$ cat src/sv/akc_pkg.sv
// Shared types, character codes and helper functions for the autokey letter cipher.
`default_nettype none

package akc_pkg;

   typedef enum logic [1:0] {
      ACT_LOAD_KEY = 2'd0,
      ACT_ENCIPHER = 2'd1,
      ACT_CLEAR    = 2'd2,
      ACT_NOP      = 2'd3
   } action_type;

   typedef struct packed {
      action_type  action;
      logic [7:0]  in_char;
   } req_type;

   typedef struct packed {
      logic [7:0]  out_char;
      logic        was_ciphered;
      logic        key_overflow;
   } rsp_type;

   localparam logic [7:0] CHAR_SPACE   = 8'd32;
   localparam logic [7:0] CHAR_UPPER_A = 8'd65;
   localparam logic [7:0] CHAR_UPPER_Z = 8'd90;
   localparam logic [7:0] CHAR_LOWER_A = 8'd97;
   localparam logic [7:0] CHAR_LOWER_Z = 8'd122;
   localparam logic [5:0] ALPHABET_LEN = 6'd26;

   function automatic logic is_upper(input logic [7:0] c);
      return (c >= CHAR_UPPER_A) && (c <= CHAR_UPPER_Z);
   endfunction

   function automatic logic is_lower(input logic [7:0] c);
      return (c >= CHAR_LOWER_A) && (c <= CHAR_LOWER_Z);
   endfunction

   function automatic logic [4:0] letter_index(input logic [7:0] c);
      logic [7:0] diff;
      diff = is_upper(c) ? (c - CHAR_UPPER_A) : (c - CHAR_LOWER_A);
      return diff[4:0];
   endfunction

endpackage

`default_nettype wire

$ cat src/sv/akc_ram.sv
// Generic single-write, single-read memory with a registered read port.
`default_nettype none

module akc_ram #(
   parameter int WIDTH = 8,
   parameter int DEPTH = 16
) (
   input  wire logic                                      clock,
   input  wire logic                                      wr_en,
   input  wire logic [((DEPTH > 1) ? $clog2(DEPTH) : 1)-1:0] wr_addr,
   input  wire logic [WIDTH-1:0]                          wr_data,
   input  wire logic                                      rd_en,
   input  wire logic [((DEPTH > 1) ? $clog2(DEPTH) : 1)-1:0] rd_addr,
   output      logic [WIDTH-1:0]                          rd_data
);

   logic [WIDTH-1:0] mem_ff [DEPTH];

   // A read and a write to the same entry in one cycle return the old contents.
   always_ff @(posedge clock) begin
      if (rd_en) begin
         rd_data <= mem_ff[rd_addr];
      end
      if (wr_en) begin
         mem_ff[wr_addr] <= wr_data;
      end
   end

endmodule

`default_nettype wire

$ cat src/sv/autokey_letter_cipher.sv
// Autokey letter cipher over a byte stream with the key ring held in a memory.
//
// The req channel carries one action and one byte per transfer: load a key
// byte, encipher a message byte, or clear the key ring. Every request gives
// exactly one transfer on the rsp channel, in order. Key bytes other than
// space are queued in a ring of KEY_MAX entries; each non-space message byte
// pops the oldest key byte and pushes itself if the ring is not empty (else it
// keys itself), so the keystream continues with the message text. Letter pairs
// are added modulo 26 in the message's case; all other bytes pass unchanged.
// A request is accepted in the cycle it is offered if the pipeline has room.
// The ring memory is read in the accept cycle, beside the stage-one registers,
// and the result is registered again in the response register. Throughput is
// one transfer per cycle while rsp_stall is low: ring head and count live in
// flops and the ring has one write and one read port used once per request.
// While rsp_stall is high the response holds, and req_stall rises once the
// one request in flight behind it is also waiting. Reset empties the ring and
// drops any request in flight; no clearing pass over the memory is needed.
`default_nettype none

module autokey_letter_cipher #(
   parameter int KEY_MAX = 16
) (
   input  wire logic             clock,
   input  wire logic             reset,
   input  wire logic             req_valid,
   output      logic             req_stall,
   input  wire akc_pkg::req_type req_data,
   output      logic             rsp_valid,
   input  wire logic             rsp_stall,
   output      akc_pkg::rsp_type rsp_data
);

   localparam int AW = (KEY_MAX > 1) ? $clog2(KEY_MAX) : 1;
   localparam int CW = $clog2(KEY_MAX + 1);

   logic [AW-1:0]        head_ff, head_in;
   logic [CW-1:0]        count_ff, count_in;
   logic                 accept;
   logic                 not_space;
   logic                 ring_full;
   logic                 ring_empty;
   logic [CW:0]          slot_sum;
   logic [AW-1:0]        tail_addr;
   logic [AW-1:0]        head_next;
   logic                 wr_en;
   logic                 rd_en;
   logic                 use_ram;
   logic                 overflow;
   logic [7:0]           rd_data;

   logic                 s1_valid_ff;
   akc_pkg::action_type  s1_act_ff;
   logic [7:0]           s1_char_ff;
   logic                 s1_use_ram_ff;
   logic                 s1_ovf_ff;
   logic                 s1_advance;

   logic                 rsp_valid_ff;
   akc_pkg::rsp_type     rsp_data_ff;
   akc_pkg::rsp_type     rsp_data_in;

   logic [7:0]           key_char;
   logic [5:0]           letter_sum;
   logic [4:0]           letter_mod;

   assign s1_advance = s1_valid_ff && (!rsp_valid_ff || !rsp_stall);
   assign req_stall  = s1_valid_ff && !s1_advance;
   assign accept     = req_valid && !req_stall;

   assign not_space  = (req_data.in_char != akc_pkg::CHAR_SPACE);
   assign ring_full  = (count_ff == CW'(KEY_MAX));
   assign ring_empty = (count_ff == '0);

   always_comb begin
      slot_sum = (CW + 1)'(head_ff) + (CW + 1)'(count_ff);
      if (slot_sum >= (CW + 1)'(KEY_MAX)) begin
         slot_sum = slot_sum - (CW + 1)'(KEY_MAX);
      end
      tail_addr = AW'(slot_sum);
      head_next = (head_ff == AW'(KEY_MAX - 1)) ? '0 : head_ff + AW'(1);
   end

   always_comb begin
      head_in  = head_ff;
      count_in = count_ff;
      wr_en    = 1'b0;
      use_ram  = 1'b0;
      overflow = 1'b0;
      case (req_data.action)
         akc_pkg::ACT_LOAD_KEY: begin
            if (not_space) begin
               if (ring_full) begin
                  overflow = 1'b1;
               end else begin
                  wr_en    = 1'b1;
                  count_in = count_ff + CW'(1);
               end
            end
         end
         akc_pkg::ACT_ENCIPHER: begin
            if (not_space && !ring_empty) begin
               wr_en   = 1'b1;
               use_ram = 1'b1;
               head_in = head_next;
            end
         end
         akc_pkg::ACT_CLEAR: begin
            head_in  = '0;
            count_in = '0;
         end
         default: begin
         end
      endcase
   end

   assign rd_en = accept && use_ram;

   akc_ram #(
      .WIDTH (8),
      .DEPTH (KEY_MAX)
   ) u_key_ring (
      .clock   (clock),
      .wr_en   (accept && wr_en),
      .wr_addr (tail_addr),
      .wr_data (req_data.in_char),
      .rd_en   (rd_en),
      .rd_addr (head_ff),
      .rd_data (rd_data)
   );

   always_comb begin
      key_char   = s1_use_ram_ff ? rd_data : s1_char_ff;
      letter_sum = 6'(akc_pkg::letter_index(s1_char_ff)) + 6'(akc_pkg::letter_index(key_char));
      if (letter_sum >= akc_pkg::ALPHABET_LEN) begin
         letter_sum = letter_sum - akc_pkg::ALPHABET_LEN;
      end
      letter_mod = letter_sum[4:0];

      rsp_data_in.out_char     = s1_char_ff;
      rsp_data_in.was_ciphered = 1'b0;
      rsp_data_in.key_overflow = s1_ovf_ff;
      if ((s1_act_ff == akc_pkg::ACT_ENCIPHER) &&
          (s1_char_ff != akc_pkg::CHAR_SPACE) &&
          (akc_pkg::is_upper(s1_char_ff) || akc_pkg::is_lower(s1_char_ff)) &&
          (akc_pkg::is_upper(key_char) || akc_pkg::is_lower(key_char))) begin
         rsp_data_in.was_ciphered = 1'b1;
         rsp_data_in.out_char     = (akc_pkg::is_upper(s1_char_ff) ?
                                     akc_pkg::CHAR_UPPER_A : akc_pkg::CHAR_LOWER_A)
                                    + 8'(letter_mod);
      end
   end

   always_ff @(posedge clock) begin
      if (reset) begin
         head_ff      <= '0;
         count_ff     <= '0;
         s1_valid_ff  <= 1'b0;
         rsp_valid_ff <= 1'b0;
      end else begin
         if (accept) begin
            head_ff  <= head_in;
            count_ff <= count_in;
         end
         if (accept) begin
            s1_valid_ff <= 1'b1;
         end else if (s1_advance) begin
            s1_valid_ff <= 1'b0;
         end
         if (s1_advance) begin
            rsp_valid_ff <= 1'b1;
         end else if (!rsp_stall) begin
            rsp_valid_ff <= 1'b0;
         end
      end
   end

   always_ff @(posedge clock) begin
      if (accept) begin
         s1_act_ff     <= req_data.action;
         s1_char_ff    <= req_data.in_char;
         s1_use_ram_ff <= use_ram;
         s1_ovf_ff     <= overflow;
      end
      if (s1_advance) begin
         rsp_data_ff <= rsp_data_in;
      end
   end

   assign rsp_valid = rsp_valid_ff;
   assign rsp_data  = rsp_data_ff;

endmodule

`default_nettype wire

$ cat config.mk
export PLATFORM = sky130hd
export DESIGN_NAME = autokey_letter_cipher
export DESIGN_NICKNAME = d
export VERILOG_FILES = /design/src/sv/akc_pkg.sv /design/src/sv/akc_ram.sv /design/src/sv/autokey_letter_cipher.sv
export SDC_FILE = /design/constraint.sdc
export NUM_CORES = 1
export LEC_CHECK = 0
export ABC_AREA = 0
export BUFFER_PORTS_ARGS = -buffer_cell sky130_fd_sc_hd__buf_2
export CAP_MARGIN = 20
export CORE_MARGIN = 3
export CORE_UTILIZATION = 49
export CTS_CLUSTER_DIAMETER = 100
export DETAILED_ROUTE_END_ITERATION = 8
export PLACE_DENSITY_LB_ADDON = 0.3
export SLEW_MARGIN = 25
export SYNTH_ARGS = -nofsm -noshare
export SYNTH_HDL_FRONTEND = slang
export SYNTH_SLANG_ARGS = --single-unit
$ cat constraint.sdc
create_clock -name clock -period 3.2 [get_ports clock]
set_input_delay 0.16 -clock clock [delete_from_list [all_inputs] [get_ports clock]]
set_output_delay 0.16 -clock clock [all_outputs]
set_load 0.02 [all_outputs]
==> summary.md, run 1 <==
| Metric | Value |
|---|---|
| H-tree depth | 4 |
| Critical Path AT | 3.58 ns |
| Commonest non-fill, non-tap cells in the layout | 158 x edfxtp_1, 53 x buf_4, 40 x mux4_2 |
| CP Class | flop to flop |
| # diodes | 0 |
| DR vias | about 4300 |
| Failing checks | negative setup slack |
| Clock Tree Buf Depth | 2 |
| Total GRT Usage | 0.188 |
| EDFF count, synth | approximately 160 |
| Min Tclk post-route | 3.41 ns |
| YS warnings | 0 |
| Die W | around 130 µm |
| DRC viols | 0 |
| Cells on worst reg2reg path | 14 |
| Seq. cell area | just under 0.005 mm² |
| Cell leakage power | around 3.1 nW |
| RSZ-0062 raised after global routing | yes |
| Post-Route WL | about 15 mm |
| Crit start category | flop |
| Dpl hpwl | approximately 10 mm |
| Site Rows | 44 |
| Root Buffer | clkbuf_16 |
| Hold slack | 0.0320 ns |
| Syn Nets | a little under 500 |
| Place WS | -0.390 ns |
| Ports | 26 |
| Total CTS buffers | 17 |
| Seq/Total Area, Yosys | 0.661 |
| Worst IR Drop VDD | around 0.44 mV |
| Worst path cell trace | buf_12 -> mux2i_4 -> nand3_2 -> xor2_1 -> ha_1 -> a211o_1 -> a31o_1 -> o21a_1 -> a31oi_4 -> buf_4 -> buf_6 -> mux2_4 -> xor2_1 -> mux2_4 |
| Final hold vios | 0 |
| Outcome | complete, but fails checks |
| Final setup fails | 6 |
| DR pass1 iterations | 4 |
| Die Area | roughly 0.017 mm² |
| Async S/R FF share, synth | 0 |
| Post-Syn Area | roughly 0.0075 mm² |
| Fill count | 1059 |
| DR iter-0 viols | slightly above 300 |
| Wirelength per Cell | 19.7 µm |
| Min setup slack post-route | -0.208 ns |
| Unique cell type count in the Yosys netlist | a little under 60 |
| Port Buf Inserts | 25 |
| CTS sink count | between 150 and 200 |
| Final #Nets | slightly below 600 |
| CP required | about 3.4 ns |
| Initial antenna violation count | 0 |
| Clk Latency, worst-skew pair | 0.42 ns |
| Worst Hold Class | input port to flop |
| Layout cell share with drive strength beyond 1 | 0.324 |
| Commonest non-fill, non-tap cell in the layout | edfxtp_1 |
| Vias in the first global route | 4317 |
| Vert. Die Dim | 130 µm |
| CTS tree | built |
| Largest net degree at the start of global routing | 37 |
| Clock transition at path regs | 0.07 ns |
| Synth Flop Type | edfxtp_1 |
| Maximum fanout along the worst path | 5 |
| Initial Utilization | 0.509 |
| Clock skew | roughly 0.012 ns |
| Cell Pwr Density | ~570 mW/mm² |
| Mapped Cells | 459 |
| Multi-input logic area | 0.00252 mm² |
| Slowest cell on crit path | edfxtp_1 |
| Core area | 0.0148 mm² |
| First-pass GRT wire length | approximately 23 mm |
| Measured slew at the worst slew-check pin | 0.847 ns |
| Max-cap violations | 0 |
| Critical path capture point type | flop |
| Placed Cells incl. Taps | 698 |
| Yosys reg bits | between 150 and 200 |
| RD Place Congestion | roughly 0.85 |
| Final Max Tran Viols | 0 |
| P&R area growth vs syn | 19.2% |
| Tcrit/Tclk final | 1.07 |
| Max incr delay on CP | roughly 0.41 ns |
| F_max | between 0.2 and 0.3 GHz |
| Syn Area/Cell | between 15 and 20 µm² |
| GRT overflow | 0 |
| Antenna-violating nets left | 0 |
| Drt via density | 5.72 |
| Slew HR | 0.433 |
| Hold Crit Depth | 1 |
| Non-Filler Instances | about 740 |
[metrics by stage]
stage                     total power [mW]  TNS, ns   util  instance area (µm²)
after global routing                  5.34    -1.77  0.607                 8950
final                                 5.14    -1.06  0.607                 8950
after detailed placement              3.11    -1.79  0.554                 8170
after CTS                             5.14    -1.33  0.601                 8870
after floorplan                       2.86   -0.563      -                 7550
after global placement                3.09    -1.13  0.554                 8170
[area by class of cell]
| class | instances | area share |
|---|---|---|
| Inverter | 19 | 0.00797 |
| Multi-Input combinational cell | 256 | 0.282 |
| Timing Repair Buffer | 83 | 0.0653 |
| Sequential cell | 169 | 0.555 |
| Tap cell | 184 | 0.0257 |
| Clock buffer | 18 | 0.0479 |
| Clock inverter | 14 | 0.0168 |
[power breakdown]
group	leakage, nW	internal, mW	switching (mW)
Combinational	1.33	0.343	0.360
Clock	0.283	1.11	0.880
Sequential	1.53	2.44	0.0135
[state kept, by name, summed over array words and instances, names as in the netlist]
name                cells
u_key_ring.rd_data      8
s1_act_ff               2
s1_ovf_ff               1
s1_char_ff              8
s1_use_ram_ff           1
s1_valid_ff             1
count_ff                5
u_key_ring.mem_ff     128
rsp_data               10
rsp_valid               1
head_ff                 4
[cells by family (layout without fill, tap and decap cells)]
group / count (synthesis) / after routing / share of synthesized area
AO/OA/AOI/OAI: 57 / 57 / 0.0560
buffers and inverters: 34 / 134 / 0.0180
adder cells (fa/ha/maj): 22 / 22 / 0.0386
multiplexers: 48 / 48 / 0.132
flip-flops: 169 / 169 / 0.661
AND/OR/NAND/NOR: 107 / 107 / 0.0671
XOR/XNOR: 22 / 22 / 0.0276
[repair_timing]
| item | 4_1_cts | 5_1_grt |
|---|---|---|
| pin swaps | 8 | 5 |
| setup buffers | 5 | 5 |
| gates resized for setup | 11 | 7 |
| hold endpoints to repair | 3 | 0 |
| hold buffers | 3 | 0 |
| setup endpoints to repair | 6 | 7 |
[worst max-delay path, delay by kind of cell, from the launching register on]
| kind | cells | cell delay [ns] |
|---|---|---|
| xor+xnor | 2 | 0.33 |
| compound gates | 4 | 0.81 |
| fa+ha+maj | 1 | 0.30 |
| mux | 3 | 0.83 |
| flops | 1 | 0.41 |
| buf+inv | 3 | 0.38 |
| simple gates | 1 | 0.11 |
[synth_stat cells, types with 5 or more instances]
cell,n,share of area
o21ai_0,5,0.0033
nor3_1,7,0.0047
dfxtp_1,11,0.029
edfxtp_1,158,0.63
clkbuf_1,8,0.0040
ha_1,20,0.033
a21oi_1,13,0.0087
xnor2_1,7,0.0082
nand3_1,7,0.0047
a31oi_1,5,0.0042
nor2_1,38,0.019
nand2_1,26,0.013
inv_1,18,0.0090
mux2i_1,6,0.0080
nand2b_1,9,0.0075
xor2_1,13,0.015
mux4_2,40,0.12
buf_2,6,0.0040
[final timing paths]
check / startpoint / end / slack, ns
worst max register to register: s1_use_ram_ff$_DFFE_PP_ / rsp_data[5]$_DFFE_PP_ / -0.21
worst min register to register: s1_ovf_ff$_SDFFCE_PN0P_ / rsp_data[0]$_DFFE_PP_ / 0.42
worst min-delay path: req_data[8] / s1_act_ff[0]$_DFFE_PP_ / 0.03
worst max-delay path: s1_use_ram_ff$_DFFE_PP_ / rsp_data[5]$_DFFE_PP_ / -0.21
[per-layer routing]
metal / part of all wire / routed length, µm / GRT usage
met1: 0.41 / 5940 / 0.242
met2: 0.53 / 7810 / 0.318
met3: 0.040 / 589 / 0.0401
met4: 0.020 / 292 / 0.0654
met5: 0 / 0 / 0
No activity file was read; power rests on OpenSTA's default activity.
==> run 2, diff against run 1 <==
Settings changed: ABC_AREA 0 to 1.
==> run 2 against run 1 <==
Net effect:
- the flow now finishes without violations
- via count up 19%
- clock power down 4%
- synthesized cell count up 40%
- global-route usage up 1.5 points
- fmax up 10%
- cell area down 1.6%
- routed wire length up 15%
- clock skew down 0.0017 ns
- largest cell class unchanged
==> summary.md, run 2 <==
| Metric | Value |
|---|---|
| Switching Fraction | 0.238 (-0.00538) |
| Clock Tree Buf Depth | 2 (unchanged) |
| Critical path capture point type | flop |
| Root Buffer | clkbuf_16 |
| Ports | 26 (unchanged) |
| Vias in the first global route | 4972 (+15%) |
| Clock transition at path regs | 0.06 ns (about the same) |
| Clock network fraction of total power | 0.383 (-0.003) |
| Total negative slack | 0 ns (+1.06 ns) |
| Worst Hold Class | input port to flop |
| Drt via density | 5.60 (-2.1%) |
| Area contributors post-synth | edfxtp_1 62%, nor2_1 4.4%, nand2_1 3.9% |
| Layout Utilization | 0.593 (-0.0140) |
| Die Area | 0.0170 mm² (+1.1%) |
| EDFF count, synth | 158 (unchanged) |
| Critical Path AT | 3.27 ns (-0.31 ns) |
| Post-Syn Area | 0.00760 mm² (+1.2%) |
| NetSw | 1.19 mW (-5.0%) |
| Met3 GRT Util | 0.0451 (+0.00501) |
| Antenna-violating nets left | 0 (unchanged) |
| Wirelength per Cell | 18.6 µm (-5.4%) |
| Post-Route WL | 16.8 mm (+15%) |
| DRC viols | 0 (unchanged) |
| DR iter-0 viols | 425 (+40%) |
| Flop pwr share | 0.494 (+0.017) |
| GR peak layer | met2 |
| Synth Flop Type | edfxtp_1 |
| CP Class | flop to flop |
| Top cells by count, synth | 158 x edfxtp_1, 89 x nor2_1, 80 x nand2_1, 51 x inv_1, 39 x o21ai_0 |
| CTS sink count | 169 (unchanged) |
| Max-cap violations | 0 (unchanged) |
| Core area | 0.0149 mm² (+0.75%) |
| Comb power frac | 0.123 (-0.014) |
| Worst IR Drop VDD | 0.369 mV (-17%) |
| Syn Area/Cell | 11.8 µm² (-28%) |
| Routing usage on met1 | 0.257 (+0.0153) |
| Max FFs per register | 128 (unchanged) |
| Cell leakage power | 3.22 nW (+2.6%) |
| Final #Nets | 740 (+27%) |
| Clock skew | 0.0100 ns (-0.00173 ns) |
| Vert. Die Dim | 131 µm (+0.57%) |
| Fill count | 1164 (+9.9%) |
| Clk Latency, worst-skew pair | 0.42 ns (about the same) |
| Slew HR | 0.382 (-0.0510) |
| Outcome | complete, no violations |
| CTS tree | built |
| Maximum fanout along the worst path | 7 (+2) |
| R2R Setup Slk | 0.11 ns (+0.32 ns) |
| CP required | 3.38 ns (about the same) |
| DR vias | 5043 (+19%) |
| Dpl hpwl | 10.7 mm (+5.4%) |
| H-tree depth | 4 (unchanged) |
| Yosys reg bits | 169 (unchanged) |
| Die W | 131 µm (+0.57%) |
| Mapped Cells | 644 (+40%) |
| Commonest non-fill, non-tap cell in the layout | edfxtp_1 |
| Initial antenna violation count | 0 (unchanged) |
| Total GRT Usage | 0.203 (+0.0155) |
| Initial Utilization | 0.512 (+0.00229) |
| P&R area growth vs syn | 15.9% |
| Final setup fails | 0 (-6) |
| Async S/R FF share, synth | 0 (unchanged) |
| Crit start category | flop |
| Syn Nets | 680 (+37%) |
| # diodes | 0 (unchanged) |
| Layout cell share with drive strength beyond 1 | 0.186 (-0.138) |
| Total CTS buffers | 17 (unchanged) |
| Final hold vios | 0 (unchanged) |
| Min Tclk post-route | 3.09 ns (-0.315 ns) |
| Measured slew at the worst slew-check pin | 0.924 ns (+0.0762 ns) |
| Internal | 3.80 mW (-2.2%) |
| Port Buf Inserts | 25 (unchanged) |
| Seq/Total Area, Yosys | 0.653 (-0.00783) |
| Most area-hungry cell type in the Yosys netlist | edfxtp_1 |
| GRT overflow | 0 (unchanged) |
| Cell Pwr Density | 567 mW/mm² (-1.3%) |
| First-pass GRT wire length | 25.9 mm (+11%) |
| Site Rows | 44 (unchanged) |
| Most frequent cell after synthesis | edfxtp_1 |
| Largest reg by FF count | u_key_ring.mem_ff |
| Commonest non-fill, non-tap cells in the layout | 158 x edfxtp_1, 88 x nor2_1, 74 x nand2_1 |
| DR pass1 iterations | 5 (+1) |
| Tcrit/Tclk final | 0.967 (-0.0985) |
| Final Max Tran Viols | 0 (unchanged) |
| RD Place Congestion | 0.848 (-0.60%) |
| Unique cell type count in the Yosys netlist | 43 (-26%) |
| Met2 Track Usage GR | 0.345 (+0.0265) |
| Top-area cell type share of the netlist area | 0.624 (-0.00748) |
| YS warnings | 0 (unchanged) |
| Largest net degree at the start of global routing | 68 (+84%) |
| F_max | 0.323 GHz (+10%) |
-- run 2: changes by cell type after synthesis, sizes merged, moves of 24 or more --
cell,delta
nor2,+53
inv,+40
o21ai,+39
nand3,+24
nand2,+59
mux4,-40
-- run 2: logic make-up after synthesis --
kind of cell               after synthesis  synth area share
adders and majority gates               22            0.0382
DFF                                    169             0.653
buffers and inverters                   83            0.0421
AOI/OAI and AO/OA                      112            0.0973
and+or+nand+nor                        226             0.129
muxes                                   24            0.0316
xor gates and xnor gates                 8           0.00922
-- run 2: layer usage --
metal,vias to the layer above,wire length [µm],share of wire
li1,2432,-,-
met1,2432,6950,0.41
met2,155,8620,0.51
met3,24,885,0.053
met4,0,328,0.020
met5,-,0,0
-- run 2: power groups by stage --
| stage | clock network, mW | logic, mW | registers, mW |
|---|---|---|---|
| final | 1.91 | 0.614 | 2.47 |
| after global routing | 2.02 | 0.678 | 2.47 |
| after CTS | 1.95 | 0.538 | 2.47 |
| after detailed placement | 0 | 0.521 | 2.51 |
| after global placement | 0 | 0.491 | 2.51 |
| after floorplan | 0 | 0.361 | 2.52 |
-- run 2: path summary, 6_finish.rpt --
kind,cells past startpoint,to,from
setup reg to reg,19,rsp_data[8]$_DFFE_PP_,s1_use_ram_ff$_DFFE_PP_
setup / recovery,19,rsp_data[8]$_DFFE_PP_,s1_use_ram_ff$_DFFE_PP_
hold reg to reg,0,rsp_data[0]$_DFFE_PP_,s1_ovf_ff$_SDFFCE_PN0P_
hold / removal,2,head_ff[0]$_SDFFE_PP0P_,reset
-- run 2: through the flow --
step	instance area, µm²	power (mW)	cells	worst slack, ns	hold WS [ns]
after CTS	8680	4.95	894	0.0150	0.00527
after global placement	8090	3.00	859	0.218	0.401
final	8810	5.00	900	0.107	0.0252
after floorplan	7600	2.88	644	0.303	0.259
after global routing	8810	5.17	900	-0.0478	0.0175
after detailed placement	8090	3.03	859	-0.0714	0.402
-- run 2: area by class of cell --
cell class | instances | area [µm²] | share of cell area
clock buffer | 22 | 444 | 0.0504
clock inverter | 9 | 101 | 0.0115
inverter | 59 | 229 | 0.0260
multi-input combinational | 392 | 2410 | 0.273
sequential | 169 | 4970 | 0.564
timing repair buffer | 65 | 434 | 0.0493
tap | 184 | 230 | 0.0261
-- run 2: repair_timing --
item | 4_1_cts | 5_1_grt
pin swaps | 1 | 16
hold buffers | 2 | 0
endpoints found under the setup margin | 2 | 6
buffers inserted | 2 | 6
hold endpoints to repair | 2 | 0
gates resized for setup | 4 | 22
-- run 2: worst max-delay path, cell delays in order, from the launching register on --
cell and delay [ns]:
edfxtp_1 0.49, nand2_1 0.14, o21ai_2 0.08, inv_2 0.12, ha_4 0.14, inv_2 0.04
xor2_1 0.13, ha_1 0.38, nand2_2 0.12, nand2_1 0.09, nand2_1 0.08, nand2_1 0.06
nand2_2 0.09, nand3_4 0.11, nand2_4 0.09, nand2_2 0.05, nand2_2 0.11, ha_4 0.15
nand4_1 0.14, o21a_1 0.22
==> run 3, diff against run 2 <==
Settings changed: SYNTH_HIERARCHICAL set to 1.
==> run 3 against run 2 <==
Net effect:
- sequential power about the same
- setup slack better by 0.015 ns
- power up 4.8%
- sequential cell count unchanged
==> summary.md, run 3 <==
| Metric | Value |
|---|---|
| Unique cell type count in the Yosys netlist | 38 (-12%) |
| CP required | 3.36 ns (-0.02 ns) |
| Area contributors post-synth | edfxtp_1 57%, nand2_1 11%, nand3_1 7.4% |
| Slew HR | 0.366 (-0.0163) |
| P&R area growth vs syn | 16.6% |
| DR pass1 iterations | 5 (unchanged) |
| Critical Path AT | 3.24 ns (-0.03 ns) |
| Mapped Cells | 860 (+34%) |
| Total GRT Usage | 0.203 (about the same) |
| Maximum fanout along the worst path | 6 (-1) |
| Die W | 136 µm (+4.0%) |
| Max incr delay on CP | 0.45 ns (-0.04 ns) |
| Most area-hungry cell type in the Yosys netlist | edfxtp_1 |
| DR vias | 5981 (+19%) |
| H-tree depth | 4 (unchanged) |
| Async S/R FF share, synth | 0 (unchanged) |
| DRC viols | 0 (unchanged) |
| Clk Latency, worst-skew pair | 0.42 ns (about the same) |
| Max FFs per register | 128 (unchanged) |
| Layout cell share with drive strength beyond 1 | 0.169 (-0.0163) |
| Total negative slack | 0 ns (unchanged) |
| Antenna-violating nets left | 0 (unchanged) |
| Cell Pwr Density | 544 mW/mm² (-4.1%) |
| Core area | 0.0162 mm² (+8.8%) |
| Final setup fails | 0 (unchanged) |
| YS warnings | 6 (+6) |
| Commonest non-fill, non-tap cells in the layout | 225 x nand2_1, 158 x edfxtp_1, 144 x inv_1 |
| Critical path capture point type | flop |
| Clock transition at path regs | 0.06 ns (about the same) |
| DR iter-0 viols | 437 (+2.8%) |
| RD Place Congestion | 0.843 (-0.54%) |
| Worst path cell trace | buf_6 -> o21a_1 -> inv_2 -> ha_4 -> inv_4 -> xor2_1 -> ha_2 -> nand2_1 -> a21oi_1 -> nand3_1 -> o2bb2ai_1 -> nand2_1 -> nand2_2 -> buf_4 -> inv_1 -> nand2_2 -> nand3_2 -> o21ai_2 |
| CTS sink count | 169 (unchanged) |
| Final #Nets | 967 (+31%) |
| Total CTS buffers | 17 (unchanged) |
| Drt via density | 5.16 (-8.0%) |
| GRT overflow | 0 (unchanged) |
| Syn Nets | 896 (+32%) |
| Max-cap violations | 0 (unchanged) |
| Top-area cell type share of the netlist area | 0.575 (-0.0493) |
| F_max | 0.325 GHz (+0.48%) |
| Worst Hold Class | input port to flop |
| Post-Route WL | 18.2 mm (+8.3%) |
| Slowest cell on crit path | edfxtp_1 |
| Final hold vios | 0 (unchanged) |
| Vert. Die Dim | 136 µm (+4.0%) |
| Measured slew at the worst slew-check pin | 0.951 ns (+0.0278 ns) |
| CTS tree | built |
| Post-Syn Area | 0.00826 mm² (+8.6%) |
| Initial Utilization | 0.510 (-0.00109) |
| Vias in the first global route | 5548 (+12%) |
| Top cells by count, synth | 236 x nand2_1, 158 x edfxtp_1, 151 x inv_1, 122 x nand3_1, 46 x nor2_1 |
| Synth Flop Type | edfxtp_1 |
| Clock Tree Buf Depth | 2 (unchanged) |
| EDFF count, synth | 158 (unchanged) |
| Root Buffer | clkbuf_16 |
| Initial antenna violation count | 0 (unchanged) |
| Crit start category | flop |
| Syn Area/Cell | 9.60 µm² (-19%) |
| Dpl hpwl | 11.7 mm (+8.9%) |
| Clock skew | 0.00883 ns (-0.00121 ns) |
| RSZ-0062 raised after global routing | yes |
| Largest net degree at the start of global routing | 68 (unchanged) |
| Die Area | 0.0184 mm² (+8.2%) |
| Commonest non-fill, non-tap cell in the layout | nand2_1 |
| Cell leakage power | 4.11 nW (+28%) |
| Outcome | complete, no violations |
| Seq/Total Area, Yosys | 0.601 (-0.0516) |
| First-pass GRT wire length | 28.6 mm (+10%) |
| Min Tclk post-route | 3.08 ns (-0.0148 ns) |
| Final Max Tran Viols | 0 (unchanged) |
| Tcrit/Tclk final | 0.962 (-0.00464) |
| Site Rows | 46 (+4.5%) |
| Hold slack | 0.0198 ns (-0.00538 ns) |
| # diodes | 0 (unchanged) |
| Most frequent cell after synthesis | nand2_1 |
| Largest reg by FF count | u_key_ring/mem_ff |
| Layout Utilization | 0.595 (+0.00208) |
| Yosys reg bits | 169 (unchanged) |
| Port Buf Inserts | 25 (unchanged) |
| Worst IR Drop VDD | 0.438 mV (+19%) |
| Wirelength per Cell | 15.7 µm (-16%) |
| Ports | 26 (unchanged) |
| CP Class | flop to flop |
[run 3: metal layers]
layer	vias to the layer above	track usage	wire (µm)
li1	2950	-	-
met1	2860	0.264	7830
met2	147	0.345	9240
met3	24	0.0319	727
met4	0	0.0767	376
met5	-	0	0
[run 3: power by group]
| group | switching (mW) | internal, mW |
|---|---|---|
| logic | 0.577 | 0.334 |
| registers | 0.0171 | 2.45 |
| clock network | 0.795 | 1.06 |
[run 3: final cells by class]
type | count | area [µm²]
Fill cell | 1308 | 6550
Sequential cell | 169 | 4970
Multi-Input combinational cell | 511 | 2720
Inverter | 155 | 584
Timing Repair Buffer | 77 | 547
Clock buffer | 18 | 429
Tap cell | 216 | 270
Clock inverter | 14 | 108
[run 3: cell families after synthesis]
logic type / Yosys count / share of synthesized area
and+or+nand+nor: 439 / 0.230
buffers and inverters: 180 / 0.0920
DFF: 169 / 0.601
AOI/OAI and AO/OA: 40 / 0.0311
adders and majority gates: 22 / 0.0352
xor gates and xnor gates: 10 / 0.0106
[run 3: worst max-delay path, delay by kind of cell (launching register included)]
| kind | cells | cell delay (ns) |
|---|---|---|
| AO/OA/AOI/OAI | 4 | 0.63 |
| adder cells (fa/ha/maj) | 2 | 0.54 |
| AND/OR/NAND/NOR | 6 | 0.57 |
| XOR/XNOR | 1 | 0.15 |
| flip-flops | 1 | 0.45 |
| buffers and inverters | 5 | 0.50 |
[run 3: final timing paths]
kind	to	cells after the start	slack (ns)	from
max	rsp_data[6]$_DFFE_PP_	18	0.12	s1_use_ram_ff$_DFFE_PP_
min	u_key_ring/mem_ff[15][3]$_DFFE_PP_	1	0.02	req_data[3]
max reg2reg	rsp_data[6]$_DFFE_PP_	18	0.12	s1_use_ram_ff$_DFFE_PP_
min reg2reg	rsp_data[0]$_DFFE_PP_	0	0.43	s1_ovf_ff$_SDFFCE_PN0P_
[run 3: what timing repair did]
| item | in CTS | in global routing |
|---|---|---|
| pin swaps | 1 | 24 |
| setup endpoints to repair | 2 | 7 |
| resized for setup | 3 | 54 |
| endpoints found under the hold margin | 6 | 0 |
| hold buffers | 3 | 0 |
| setup buffers | 0 | 6 |
[run 3: through the flow]
stage | setup WS (ns) | cell area [µm²] | total power, mW | instances
floorplan | 0.0343 | 8260 | 3.00 | 860
global placement | 0.0688 | 8810 | 3.20 | 1119
detailed placement | -0.00675 | 8810 | 3.21 | 1119
CTS | 0.00490 | 9390 | 5.06 | 1154
global route | -0.0791 | 9620 | 5.45 | 1160
finish | 0.122 | 9620 | 5.23 | 1160
